===== config.mk =====
export PLATFORM = sky130hd
export DESIGN_NAME = postfix_stack_evaluator_top
export DESIGN_NICKNAME = d
export VERILOG_FILES = /design/src/rtl/core/psev_pkg.sv /design/src/rtl/core/postfix_stack_evaluator_top.sv /design/src/rtl/core/psev_ram.sv /design/src/rtl/core/psev_alu.sv
export VERILOG_INCLUDE_DIRS = /design/src /design/src/rtl/core
export SDC_FILE = /design/constraint.sdc
export NUM_CORES = 2
export LEC_CHECK = 0
export BUFFER_PORTS_ARGS = -buffer_cell sky130_fd_sc_hd__buf_2
export CAP_MARGIN = 25
export CORE_MARGIN = 3
export CORE_UTILIZATION = 34
export CTS_CLUSTER_DIAMETER = 200
export DETAILED_ROUTE_END_ITERATION = 10
export RECOVER_POWER = 50
export SLEW_MARGIN = 20
export SYNTH_ARGS = -nofsm -noshare
export SYNTH_HDL_FRONTEND = slang
export SYNTH_SLANG_ARGS = --single-unit
export TNS_END_PERCENT = 10

===== constraint.sdc =====
create_clock -name clk_i -period 11 [get_ports clk_i]
set_input_delay 1.1 -clock clk_i [delete_from_list [all_inputs] [get_ports clk_i]]
set_output_delay 1.1 -clock clk_i [all_outputs]
set_load 0.02 [all_outputs]

===== src/rtl/core/postfix_stack_evaluator_top_defines.svh =====
// Assertion macros used by the evaluator top module.
`ifndef POSTFIX_STACK_EVALUATOR_TOP_DEFINES_SVH
`define POSTFIX_STACK_EVALUATOR_TOP_DEFINES_SVH

// Check a property on every rising clock edge outside reset.
`define PSEV_ASSERT(lbl, prop, msg) \
  lbl: assert property (@(posedge clk_i) disable iff (!rst_ni) (prop)) else $error(msg);

// Check that a condition implies another one on the following edge.
`define PSEV_ASSERT_NEXT(lbl, pre, post, msg) \
  lbl: assert property (@(posedge clk_i) disable iff (!rst_ni) (pre) |=> (post)) else $error(msg);

`endif


===== src/rtl/core/psev_pkg.sv =====
package psev_pkg;

  localparam int unsigned STACK_DEPTH = 16;
  localparam int unsigned FRAC_BITS   = 16;
  localparam int unsigned VALUE_W     = 32;
  localparam int unsigned ADDR_W      = $clog2(STACK_DEPTH);
  localparam int unsigned CNT_W       = $clog2(STACK_DEPTH + 1);
  localparam int unsigned DIV_W       = VALUE_W + FRAC_BITS;
  localparam int unsigned DCNT_W      = $clog2(DIV_W);

  localparam logic [7:0] SYM_ZERO   = 8'd48;
  localparam logic [7:0] SYM_PLUS   = 8'd43;
  localparam logic [7:0] SYM_MINUS  = 8'd45;
  localparam logic [7:0] SYM_TIMES  = 8'd42;
  localparam logic [7:0] SYM_DIVIDE = 8'd47;

  localparam logic signed [VALUE_W-1:0] VAL_MAX = 32'sh7FFF_FFFF;
  localparam logic signed [VALUE_W-1:0] VAL_MIN = 32'sh8000_0000;

  typedef enum logic [2:0] {
    ST_OK    = 3'd0,
    ST_UNDER = 3'd1,
    ST_OVER  = 3'd2,
    ST_DIVZ  = 3'd3,
    ST_SAT   = 3'd4
  } status_e;

  typedef enum logic [2:0] {
    ALU_LIT,
    ALU_ADD,
    ALU_SUB,
    ALU_MUL,
    ALU_DIV
  } alu_op_e;

  typedef enum logic [2:0] {
    A_IDLE,
    A_MUL,
    A_DIV,
    A_FIX,
    A_DONE
  } alu_state_e;

  typedef enum logic [2:0] {
    T_IDLE,
    T_RD_A,
    T_RD_B,
    T_LOAD,
    T_EXEC,
    T_WAIT,
    T_FIN
  } top_state_e;

  typedef struct packed {
    logic                       start;
    alu_op_e                    op;
    logic signed [VALUE_W-1:0]  a;
    logic signed [VALUE_W-1:0]  b;
    logic [7:0]                 sym;
  } alu_req_t;

  typedef struct packed {
    logic                       done;
    logic signed [VALUE_W-1:0]  value;
    logic                       sat;
    logic                       divz;
  } alu_res_t;

  typedef struct packed {
    logic signed [VALUE_W-1:0]  value;
    logic                       sat;
  } sat_t;

  // Clamp a wide signed value to the 32-bit range.
  function automatic sat_t sat32(input logic signed [63:0] v);
    sat_t r;
    if (v > 64'(VAL_MAX)) begin
      r.value = VAL_MAX;
      r.sat   = 1'b1;
    end else if (v < 64'(VAL_MIN)) begin
      r.value = VAL_MIN;
      r.sat   = 1'b1;
    end else begin
      r.value = $signed(v[VALUE_W-1:0]);
      r.sat   = 1'b0;
    end
    return r;
  endfunction

endpackage


===== src/rtl/core/postfix_stack_evaluator_top.sv =====
// Postfix evaluator: one character per item, one item in flight at a time.
// An operand goes straight to the ALU; an operator first reads two operands from the stack RAM.
// * adds a multiply state; / by a nonzero divisor runs the one-bit-per-cycle divider and a fix-up state.
// The last item then waits in T_FIN until its result is loaded into the output register.
// Reset clears the stack count, the status and all handshake state at once;
// stack contents are not cleared, and an entry's value is used only after it has been written.
`include "postfix_stack_evaluator_top_defines.svh"

module postfix_stack_evaluator_top (
  input  logic        clk_i,
  input  logic        rst_ni,
  input  logic        s_axis_tvalid,
  output logic        s_axis_tready,
  input  logic [7:0]  s_axis_tdata,   // [7:0] symbol
  input  logic        s_axis_tlast,
  output logic        m_axis_tvalid,
  input  logic        m_axis_tready,
  output logic [39:0] m_axis_tdata    // [31:0] value, [34:32] status, [39:35] zero
);

  import psev_pkg::*;

  top_state_e state_q, state_d;

  logic [CNT_W-1:0]          cnt_q, cnt_d;
  status_e                   err_q, err_d;
  alu_op_e                   op_q;
  logic [7:0]                sym_q;
  logic                      last_q;
  logic signed [VALUE_W-1:0] a_q;
  logic signed [VALUE_W-1:0] b_q;
  logic signed [VALUE_W-1:0] top_q;
  logic                      m_valid_q;
  logic [VALUE_W-1:0]        out_value_q;
  logic [2:0]                out_status_q;

  alu_op_e                   op_dec;
  alu_req_t                  alu_req;
  alu_res_t                  alu_res;
  logic                      is_op;
  logic [CNT_W-1:0]          cnt_m1;
  logic [CNT_W-1:0]          cnt_m2;
  logic [CNT_W-1:0]          base;
  logic                      full;
  logic                      push_done;
  logic                      ram_we;
  logic [ADDR_W-1:0]         ram_raddr;
  logic [VALUE_W-1:0]        ram_rdata;
  status_e                   err_new;
  logic                      out_load;
  logic                      accept;

  always_comb begin
    case (s_axis_tdata)
      SYM_PLUS:   op_dec = ALU_ADD;
      SYM_MINUS:  op_dec = ALU_SUB;
      SYM_TIMES:  op_dec = ALU_MUL;
      SYM_DIVIDE: op_dec = ALU_DIV;
      default:    op_dec = ALU_LIT;
    endcase
  end

  assign accept = s_axis_tvalid && s_axis_tready;
  assign is_op  = (op_q != ALU_LIT);
  assign cnt_m1 = cnt_q - CNT_W'(1);
  assign cnt_m2 = cnt_q - CNT_W'(2);

  // Operators pop up to two entries and always find room; operands may overflow.
  assign base      = is_op ? ((cnt_q < CNT_W'(2)) ? '0 : cnt_m2) : cnt_q;
  assign full      = !is_op && (cnt_q >= CNT_W'(STACK_DEPTH));
  assign push_done = (state_q == T_WAIT) && alu_res.done;
  assign out_load  = (state_q == T_FIN) && (!m_valid_q || m_axis_tready);

  // Keep the first error of the expression, in evaluation order.
  always_comb begin
    if (is_op && (cnt_q < CNT_W'(2))) begin
      err_new = ST_UNDER;
    end else if (alu_res.divz) begin
      err_new = ST_DIVZ;
    end else if (alu_res.sat) begin
      err_new = ST_SAT;
    end else if (full) begin
      err_new = ST_OVER;
    end else begin
      err_new = ST_OK;
    end
  end

  always_comb begin
    cnt_d = cnt_q;
    err_d = err_q;
    if (push_done) begin
      if (!full) begin
        cnt_d = base + CNT_W'(1);
      end
      if (err_q == ST_OK) begin
        err_d = err_new;
      end
    end else if (out_load) begin
      cnt_d = '0;
      err_d = ST_OK;
    end
  end

  always_comb begin
    state_d = state_q;
    case (state_q)
      T_IDLE: begin
        if (accept) begin
          state_d = (op_dec == ALU_LIT) ? T_EXEC : T_RD_A;
        end
      end
      T_RD_A: state_d = T_RD_B;
      T_RD_B: state_d = T_LOAD;
      T_LOAD: state_d = T_EXEC;
      T_EXEC: state_d = T_WAIT;
      T_WAIT: begin
        if (alu_res.done) begin
          state_d = last_q ? T_FIN : T_IDLE;
        end
      end
      T_FIN: begin
        if (out_load) begin
          state_d = T_IDLE;
        end
      end
      default: state_d = T_IDLE;
    endcase
  end

  always_comb begin
    s_axis_tready = (state_q == T_IDLE);
    ram_we        = push_done && !full;
    ram_raddr     = (state_q == T_RD_B) ? cnt_m2[ADDR_W-1:0] : cnt_m1[ADDR_W-1:0];
    alu_req.start = (state_q == T_EXEC);
    alu_req.op    = op_q;
    alu_req.a     = a_q;
    alu_req.b     = b_q;
    alu_req.sym   = sym_q;
  end

  psev_ram #(
    .WIDTH (VALUE_W),
    .DEPTH (STACK_DEPTH)
  ) u_stack (
    .clk_i   (clk_i),
    .we_i    (ram_we),
    .waddr_i (base[ADDR_W-1:0]),
    .wdata_i (alu_res.value),
    .raddr_i (ram_raddr),
    .rdata_o (ram_rdata)
  );

  psev_alu u_alu (
    .clk_i  (clk_i),
    .rst_ni (rst_ni),
    .req_i  (alu_req),
    .res_o  (alu_res)
  );

  always_ff @(posedge clk_i or negedge rst_ni) begin
    if (!rst_ni) begin
      state_q   <= T_IDLE;
      cnt_q     <= '0;
      err_q     <= ST_OK;
      m_valid_q <= 1'b0;
    end else begin
      state_q <= state_d;
      cnt_q   <= cnt_d;
      err_q   <= err_d;
      if (out_load) begin
        m_valid_q <= 1'b1;
      end else if (m_axis_tready) begin
        m_valid_q <= 1'b0;
      end
    end
  end

  always_ff @(posedge clk_i) begin
    if (accept) begin
      op_q   <= op_dec;
      sym_q  <= s_axis_tdata;
      last_q <= s_axis_tlast;
    end
    // Missing operands read as zero.
    if (state_q == T_RD_B) begin
      a_q <= (cnt_q >= CNT_W'(1)) ? $signed(ram_rdata) : '0;
    end
    if (state_q == T_LOAD) begin
      b_q <= (cnt_q >= CNT_W'(2)) ? $signed(ram_rdata) : '0;
    end
    // The last value written is always the top of stack.
    if (ram_we) begin
      top_q <= alu_res.value;
    end
    if (out_load) begin
      out_value_q  <= (cnt_q == '0) ? '0 : top_q;
      out_status_q <= ((cnt_q == '0) && (err_q == ST_OK)) ? ST_UNDER : err_q;
    end
  end

  assign m_axis_tvalid = m_valid_q;
  assign m_axis_tdata  = {5'b0, out_status_q, out_value_q};

  `PSEV_ASSERT(a_cnt_bound, cnt_q <= CNT_W'(STACK_DEPTH), "stack count beyond depth")
  `PSEV_ASSERT(a_done_in_wait, !alu_res.done || (state_q == T_WAIT), "ALU result outside wait")
  `PSEV_ASSERT_NEXT(a_clear_after_out, out_load, (cnt_q == '0) && (err_q == ST_OK), "not cleared")
  `PSEV_ASSERT(a_out_from_fin, !$rose(m_valid_q) || $past(state_q == T_FIN), "stray result")

endmodule


===== src/rtl/core/psev_ram.sv =====
module psev_ram #(
  parameter int unsigned WIDTH = 32,
  parameter int unsigned DEPTH = 16,
  localparam int unsigned AW   = (DEPTH > 1) ? $clog2(DEPTH) : 1
) (
  input  logic             clk_i,
  input  logic             we_i,
  input  logic [AW-1:0]    waddr_i,
  input  logic [WIDTH-1:0] wdata_i,
  input  logic [AW-1:0]    raddr_i,
  output logic [WIDTH-1:0] rdata_o
);

  logic [WIDTH-1:0] mem_q [DEPTH];
  logic [WIDTH-1:0] rdata_q;

  always_ff @(posedge clk_i) begin
    if (we_i) begin
      mem_q[waddr_i] <= wdata_i;
    end
    rdata_q <= mem_q[raddr_i];
  end

  assign rdata_o = rdata_q;

endmodule


===== src/rtl/core/psev_alu.sv =====
module psev_alu (
  input  logic               clk_i,
  input  logic               rst_ni,
  input  psev_pkg::alu_req_t req_i,
  output psev_pkg::alu_res_t res_o
);

  import psev_pkg::*;

  alu_state_e state_q, state_d;

  logic signed [63:0]         prod_q;
  logic [DIV_W-1:0]           quo_q;
  logic [VALUE_W-1:0]         rem_q;
  logic [VALUE_W-1:0]         div_q;
  logic                       neg_q;
  logic [DCNT_W-1:0]          dcnt_q;
  logic signed [VALUE_W-1:0]  res_value_q;
  logic                       res_sat_q;
  logic                       res_divz_q;

  logic [VALUE_W-1:0]         a_mag;
  logic [VALUE_W-1:0]         b_mag;
  logic [VALUE_W:0]           rem_sh;
  logic [VALUE_W:0]           rem_diff;
  logic                       q_bit;
  logic [VALUE_W-1:0]         rem_next;
  logic signed [63:0]         mag64;
  logic signed [63:0]         lit64;
  logic signed [63:0]         wide;
  sat_t                       sat_res;
  logic                       div_last;

  assign a_mag = req_i.a[VALUE_W-1] ? (~req_i.a + VALUE_W'(1)) : req_i.a;
  assign b_mag = req_i.b[VALUE_W-1] ? (~req_i.b + VALUE_W'(1)) : req_i.b;

  // One restoring division step per cycle.
  assign rem_sh   = {rem_q, quo_q[DIV_W-1]};
  assign rem_diff = rem_sh - {1'b0, div_q};
  assign q_bit    = (rem_sh >= {1'b0, div_q});
  assign rem_next = q_bit ? rem_diff[VALUE_W-1:0] : rem_sh[VALUE_W-1:0];
  assign div_last = (dcnt_q == DCNT_W'(DIV_W - 1));

  assign mag64 = $signed(64'(quo_q));
  assign lit64 = 64'($signed({1'b0, req_i.sym}) - $signed({1'b0, SYM_ZERO})) <<< FRAC_BITS;

  always_comb begin
    case (state_q)
      A_MUL:   wide = prod_q >>> FRAC_BITS;
      A_FIX:   wide = neg_q ? -mag64 : mag64;
      default: begin
        case (req_i.op)
          ALU_ADD: wide = 64'(req_i.b) + 64'(req_i.a);
          ALU_SUB: wide = 64'(req_i.b) - 64'(req_i.a);
          default: wide = lit64;
        endcase
      end
    endcase
    sat_res = sat32(wide);
  end

  always_comb begin
    state_d = state_q;
    case (state_q)
      A_IDLE: begin
        if (req_i.start) begin
          case (req_i.op)
            ALU_MUL: state_d = A_MUL;
            ALU_DIV: state_d = (req_i.a == '0) ? A_DONE : A_DIV;
            default: state_d = A_DONE;
          endcase
        end
      end
      A_MUL:   state_d = A_DONE;
      A_DIV:   state_d = div_last ? A_FIX : A_DIV;
      A_FIX:   state_d = A_DONE;
      A_DONE:  state_d = A_IDLE;
      default: state_d = A_IDLE;
    endcase
  end

  always_comb begin
    res_o.done  = (state_q == A_DONE);
    res_o.value = res_value_q;
    res_o.sat   = res_sat_q;
    res_o.divz  = res_divz_q;
  end

  always_ff @(posedge clk_i or negedge rst_ni) begin
    if (!rst_ni) begin
      state_q <= A_IDLE;
    end else begin
      state_q <= state_d;
    end
  end

  always_ff @(posedge clk_i) begin
    case (state_q)
      A_IDLE: begin
        if (req_i.start) begin
          case (req_i.op)
            ALU_MUL: prod_q <= req_i.b * req_i.a;
            ALU_DIV: begin
              if (req_i.a == '0) begin
                res_value_q <= req_i.b[VALUE_W-1] ? VAL_MIN : VAL_MAX;
                res_sat_q   <= 1'b0;
                res_divz_q  <= 1'b1;
              end else begin
                quo_q  <= DIV_W'(b_mag) << FRAC_BITS;
                rem_q  <= '0;
                div_q  <= a_mag;
                neg_q  <= req_i.a[VALUE_W-1] ^ req_i.b[VALUE_W-1];
                dcnt_q <= '0;
              end
            end
            default: begin
              res_value_q <= sat_res.value;
              res_sat_q   <= sat_res.sat;
              res_divz_q  <= 1'b0;
            end
          endcase
        end
      end
      A_DIV: begin
        rem_q  <= rem_next;
        quo_q  <= {quo_q[DIV_W-2:0], q_bit};
        dcnt_q <= dcnt_q + DCNT_W'(1);
      end
      A_MUL, A_FIX: begin
        res_value_q <= sat_res.value;
        res_sat_q   <= sat_res.sat;
        res_divz_q  <= 1'b0;
      end
      default: begin
      end
    endcase
  end

endmodule


==> flow_summary.json <==
{
  "status": "finished, violations left",
  "violations": "capacitance limit, slew limit",
  "yosys.area_share.simple": 0.1261,
  "maxCapViolations": 11,
  "rows": 173,
  "dpl-instance-area_sq_mm": 0.08035,
  "numCtsBuffers": 96,
  "hold_class": "flip-flop to flip-flop",
  "wl_um": 216500,
  "rsz0062_at_grt": "false",
  "core_sq_mm": 0.2232,
  "arrival_ns": 10.02,
  "ios": 55,
  "hold_violations": 0,
  "wl_per_cell_um": 22.38,
  "r2r_start": "a_q[0]$_SDFFCE_PN0P_",
  "drc": 0,
  "post-cts-setup-buffer-count": 0,
  "antenna_found_initial": 16,
  "crit_required_ns": 11.48,
  "layout_common_cells": "fa_1, inv_1, edfxtp_1, nand2_1, and2_1",
  "start_util": 0.3433,
  "synthMuxAreaShare": 0.04287,
  "cts_max_level": 3,
  "grtUsageTotal": 0.1893,
  "synthArstFlopShare": 0.01661,
  "hold_start": "err_q[1]$_DFFE_PN0P_",
  "synthTopCellsByArea": "edfxtp_1, fa_1, inv_1",
  "cts.sinks": 903,
  "yosysWarningCount": 0,
  "path_max_fanout": 35,
  "setup_viol": 0,
  "mostFrequentLayoutCell": "fa_1",
  "grt_start_max_net_pins": 129,
  "reg2reg_slack_ns": 1.45,
  "max_freq_mhz": 104.7,
  "finalCritPeriodShare": 0.8679,
  "drive_above_1_share": 0.07049,
  "cts_tree": "built",
  "die_w_um": 480.7,
  "dr_total_vias": 49850,
  "io_buffers": 49,
  "crit_type": "flip-flop to flip-flop",
  "ys_seq_elements": 903,
  "yosys.area.top_type_share": 0.3355,
  "grt_pass1_wl_um": 333600,
  "syn_area_sq_mm": 0.07661,
  "slew_headroom": -0.8990,
  "drt_first_pass_iters": 6,
  "drtIter0Drc": 4190,
  "holdWs_ns": 0.4887,
  "worst_pin_slew_ns": 2.848,
  "synth_top_family_by_area": "adder cells",
  "cts_resized": 0,
  "start_kind": "flip-flop",
  "finalCriticalPeriod_ns": 9.547,
  "syn_area_per_cell_sq_um": 11.39,
  "grt_pass1_vias": 53190,
  "syn_to_final_growth_pct": 9.104,
  "clk_pin_slew_worst_paths_ns": 0.06,
  "avgViaCountPerCell": 5.152,
  "hold_buffers": 0,
  "ys_seq_area_frac": 0.3488,
  "synth_top_cell_by_area": "edfxtp_1",
  "nFillCells": 21490,
  "ys_types": 82,
  "startpoint": "a_q[0]$_SDFFCE_PN0P_",
  "globalplace.congestion": 0.9268,
  "clockRootBuffer": "clkbuf_16",
  "tns_ns": 0,
  "synth-compound-area-share": 0.05658,
  "clk_path_buf_depth": 3,
  "synth_xor_xnor_area_share": 0.02732,
  "clock_latency_ns": 0.75,
  "synth_edf_count": 856,
  "report.final.slew_viol_count": 419,
  "grt_overflow": 0,
  "cp-end-kind": "flip-flop",
  "dpl.hpwl_um": 157200,
  "post-route-util": 0.3745,
  "ys.flop_type": "edfxtp_1",
  "num-nets-final": 7969,
  "synth-adder-area-share": 0.3255,
  "stdcell_area_sq_mm": 0.08358,
  "synthCells": 6723,
  "finClkSkew_ns": 0.06600,
  "die_area_sq_mm": 0.2310,
  "die_h_um": 480.7,
  "ant_nets": 0
}
-- layer usage --
layer,vias up,GRT usage,part of all wire
met4,8,0.05984,0.032
li1,21560,-,-
met1,26070,0.2584,0.42
met5,-,0,0.00023
met3,351,0.03149,0.075
met2,1861,0.3079,0.47
-- registers in the layout, summed over array words and instances (netlist names), 3 cells and up --
register / count
cnt_q: 5
out_value_q: 32
u_stack.mem_q: 512
b_q: 32
u_alu.res_value_q: 32
u_alu.quo_q: 48
u_alu.dcnt_q: 6
u_alu.state_q: 3
state_q: 3
top_q: 32
a_q: 32
u_alu.prod_q: 48
sym_q: 8
op_q: 3
u_alu.div_q: 32
out_status_q: 3
err_q: 3
u_stack.rdata_o: 32
u_alu.rem_q: 32
-- final cells by class --
cell class                 count  area [sq um]  share of cell area
inverter                    1082          4061             0.04859
sequential                   903         26720              0.3197
tap                         2975          3722             0.04453
antenna                        5         12.51           0.0001497
timing repair buffer         180          1200             0.01436
multi-input combinational   4350         44560              0.5331
clock inverter                63         723.2            0.008652
clock buffer                 118          2585             0.03093
-- through the flow --
stage	instances	worst slack (ns)
after detailed placement	9484	1.656
after floorplan	6727	2.580
after global routing	9672	0.9509
after global placement	9481	1.790
after CTS	9665	1.668
final	9676	1.453
-- cell usage after synthesis, drive strengths merged, types with 118 or more instances --
library cell and instances:
o21ai 156, and2 552, ha 260, clkbuf 331, nand2 739, inv 1081, a21oi 204, nor2 204
xnor2 118, xor2 121, fa 1083, edfxtp 856, mux4 128
-- path summary, 6_finish.rpt --
kind,depth (start not counted),endpoint
worst min-delay path,0,out_status_q[1]$_SDFFCE_PP0P_
worst max-delay path,26,u_alu.prod_q[54]$_DFFE_PP_
worst max register to register,26,u_alu.prod_q[54]$_DFFE_PP_
max in group asynchronous,1,u_alu.state_q[0]$_DFFE_PN0P_
min in group asynchronous,1,cnt_q[0]$_DFFE_PN0P_
worst min register to register,0,out_status_q[1]$_SDFFCE_PP0P_
-- cells by family (layout without fill, tap and decap cells) --
group	Yosys count	count (layout)
AOI/OAI and AO/OA	674	674
xor gates and xnor gates	239	239
adders and majority gates	1343	1343
buffers and inverters	1474	1443
DFF	903	903
muxes	168	168
other	1	10
and+or+nand+nor	1921	1921
-- worst max-delay path, stage by stage (launching register included) --
cell and delay (ns):
edfxtp_1 0.38, clkbuf_1 1.34, and2_1 0.28, ha_1 0.26, fa_1 0.54, inv_1 0.05, fa_1 0.52, fa_1 0.56
fa_1 0.53, inv_1 0.06, fa_1 0.55, fa_1 0.43, fa_1 0.47, ha_1 0.42, and3_1 0.18, o21ai_0 0.14
a41oi_1 0.19, o31a_1 0.15, buf_4 0.18, nor4bb_1 0.50, buf_4 0.24, o21ai_0 0.17, a21boi_0 0.34, o21ai_0 0.17
a211o_1 0.33, o21ai_0 0.20, xor2_1 0.09
Power is left out: the tool's default activity adds up to more than one toggle a clock period on the data nets, which glitch-free logic cannot reach.
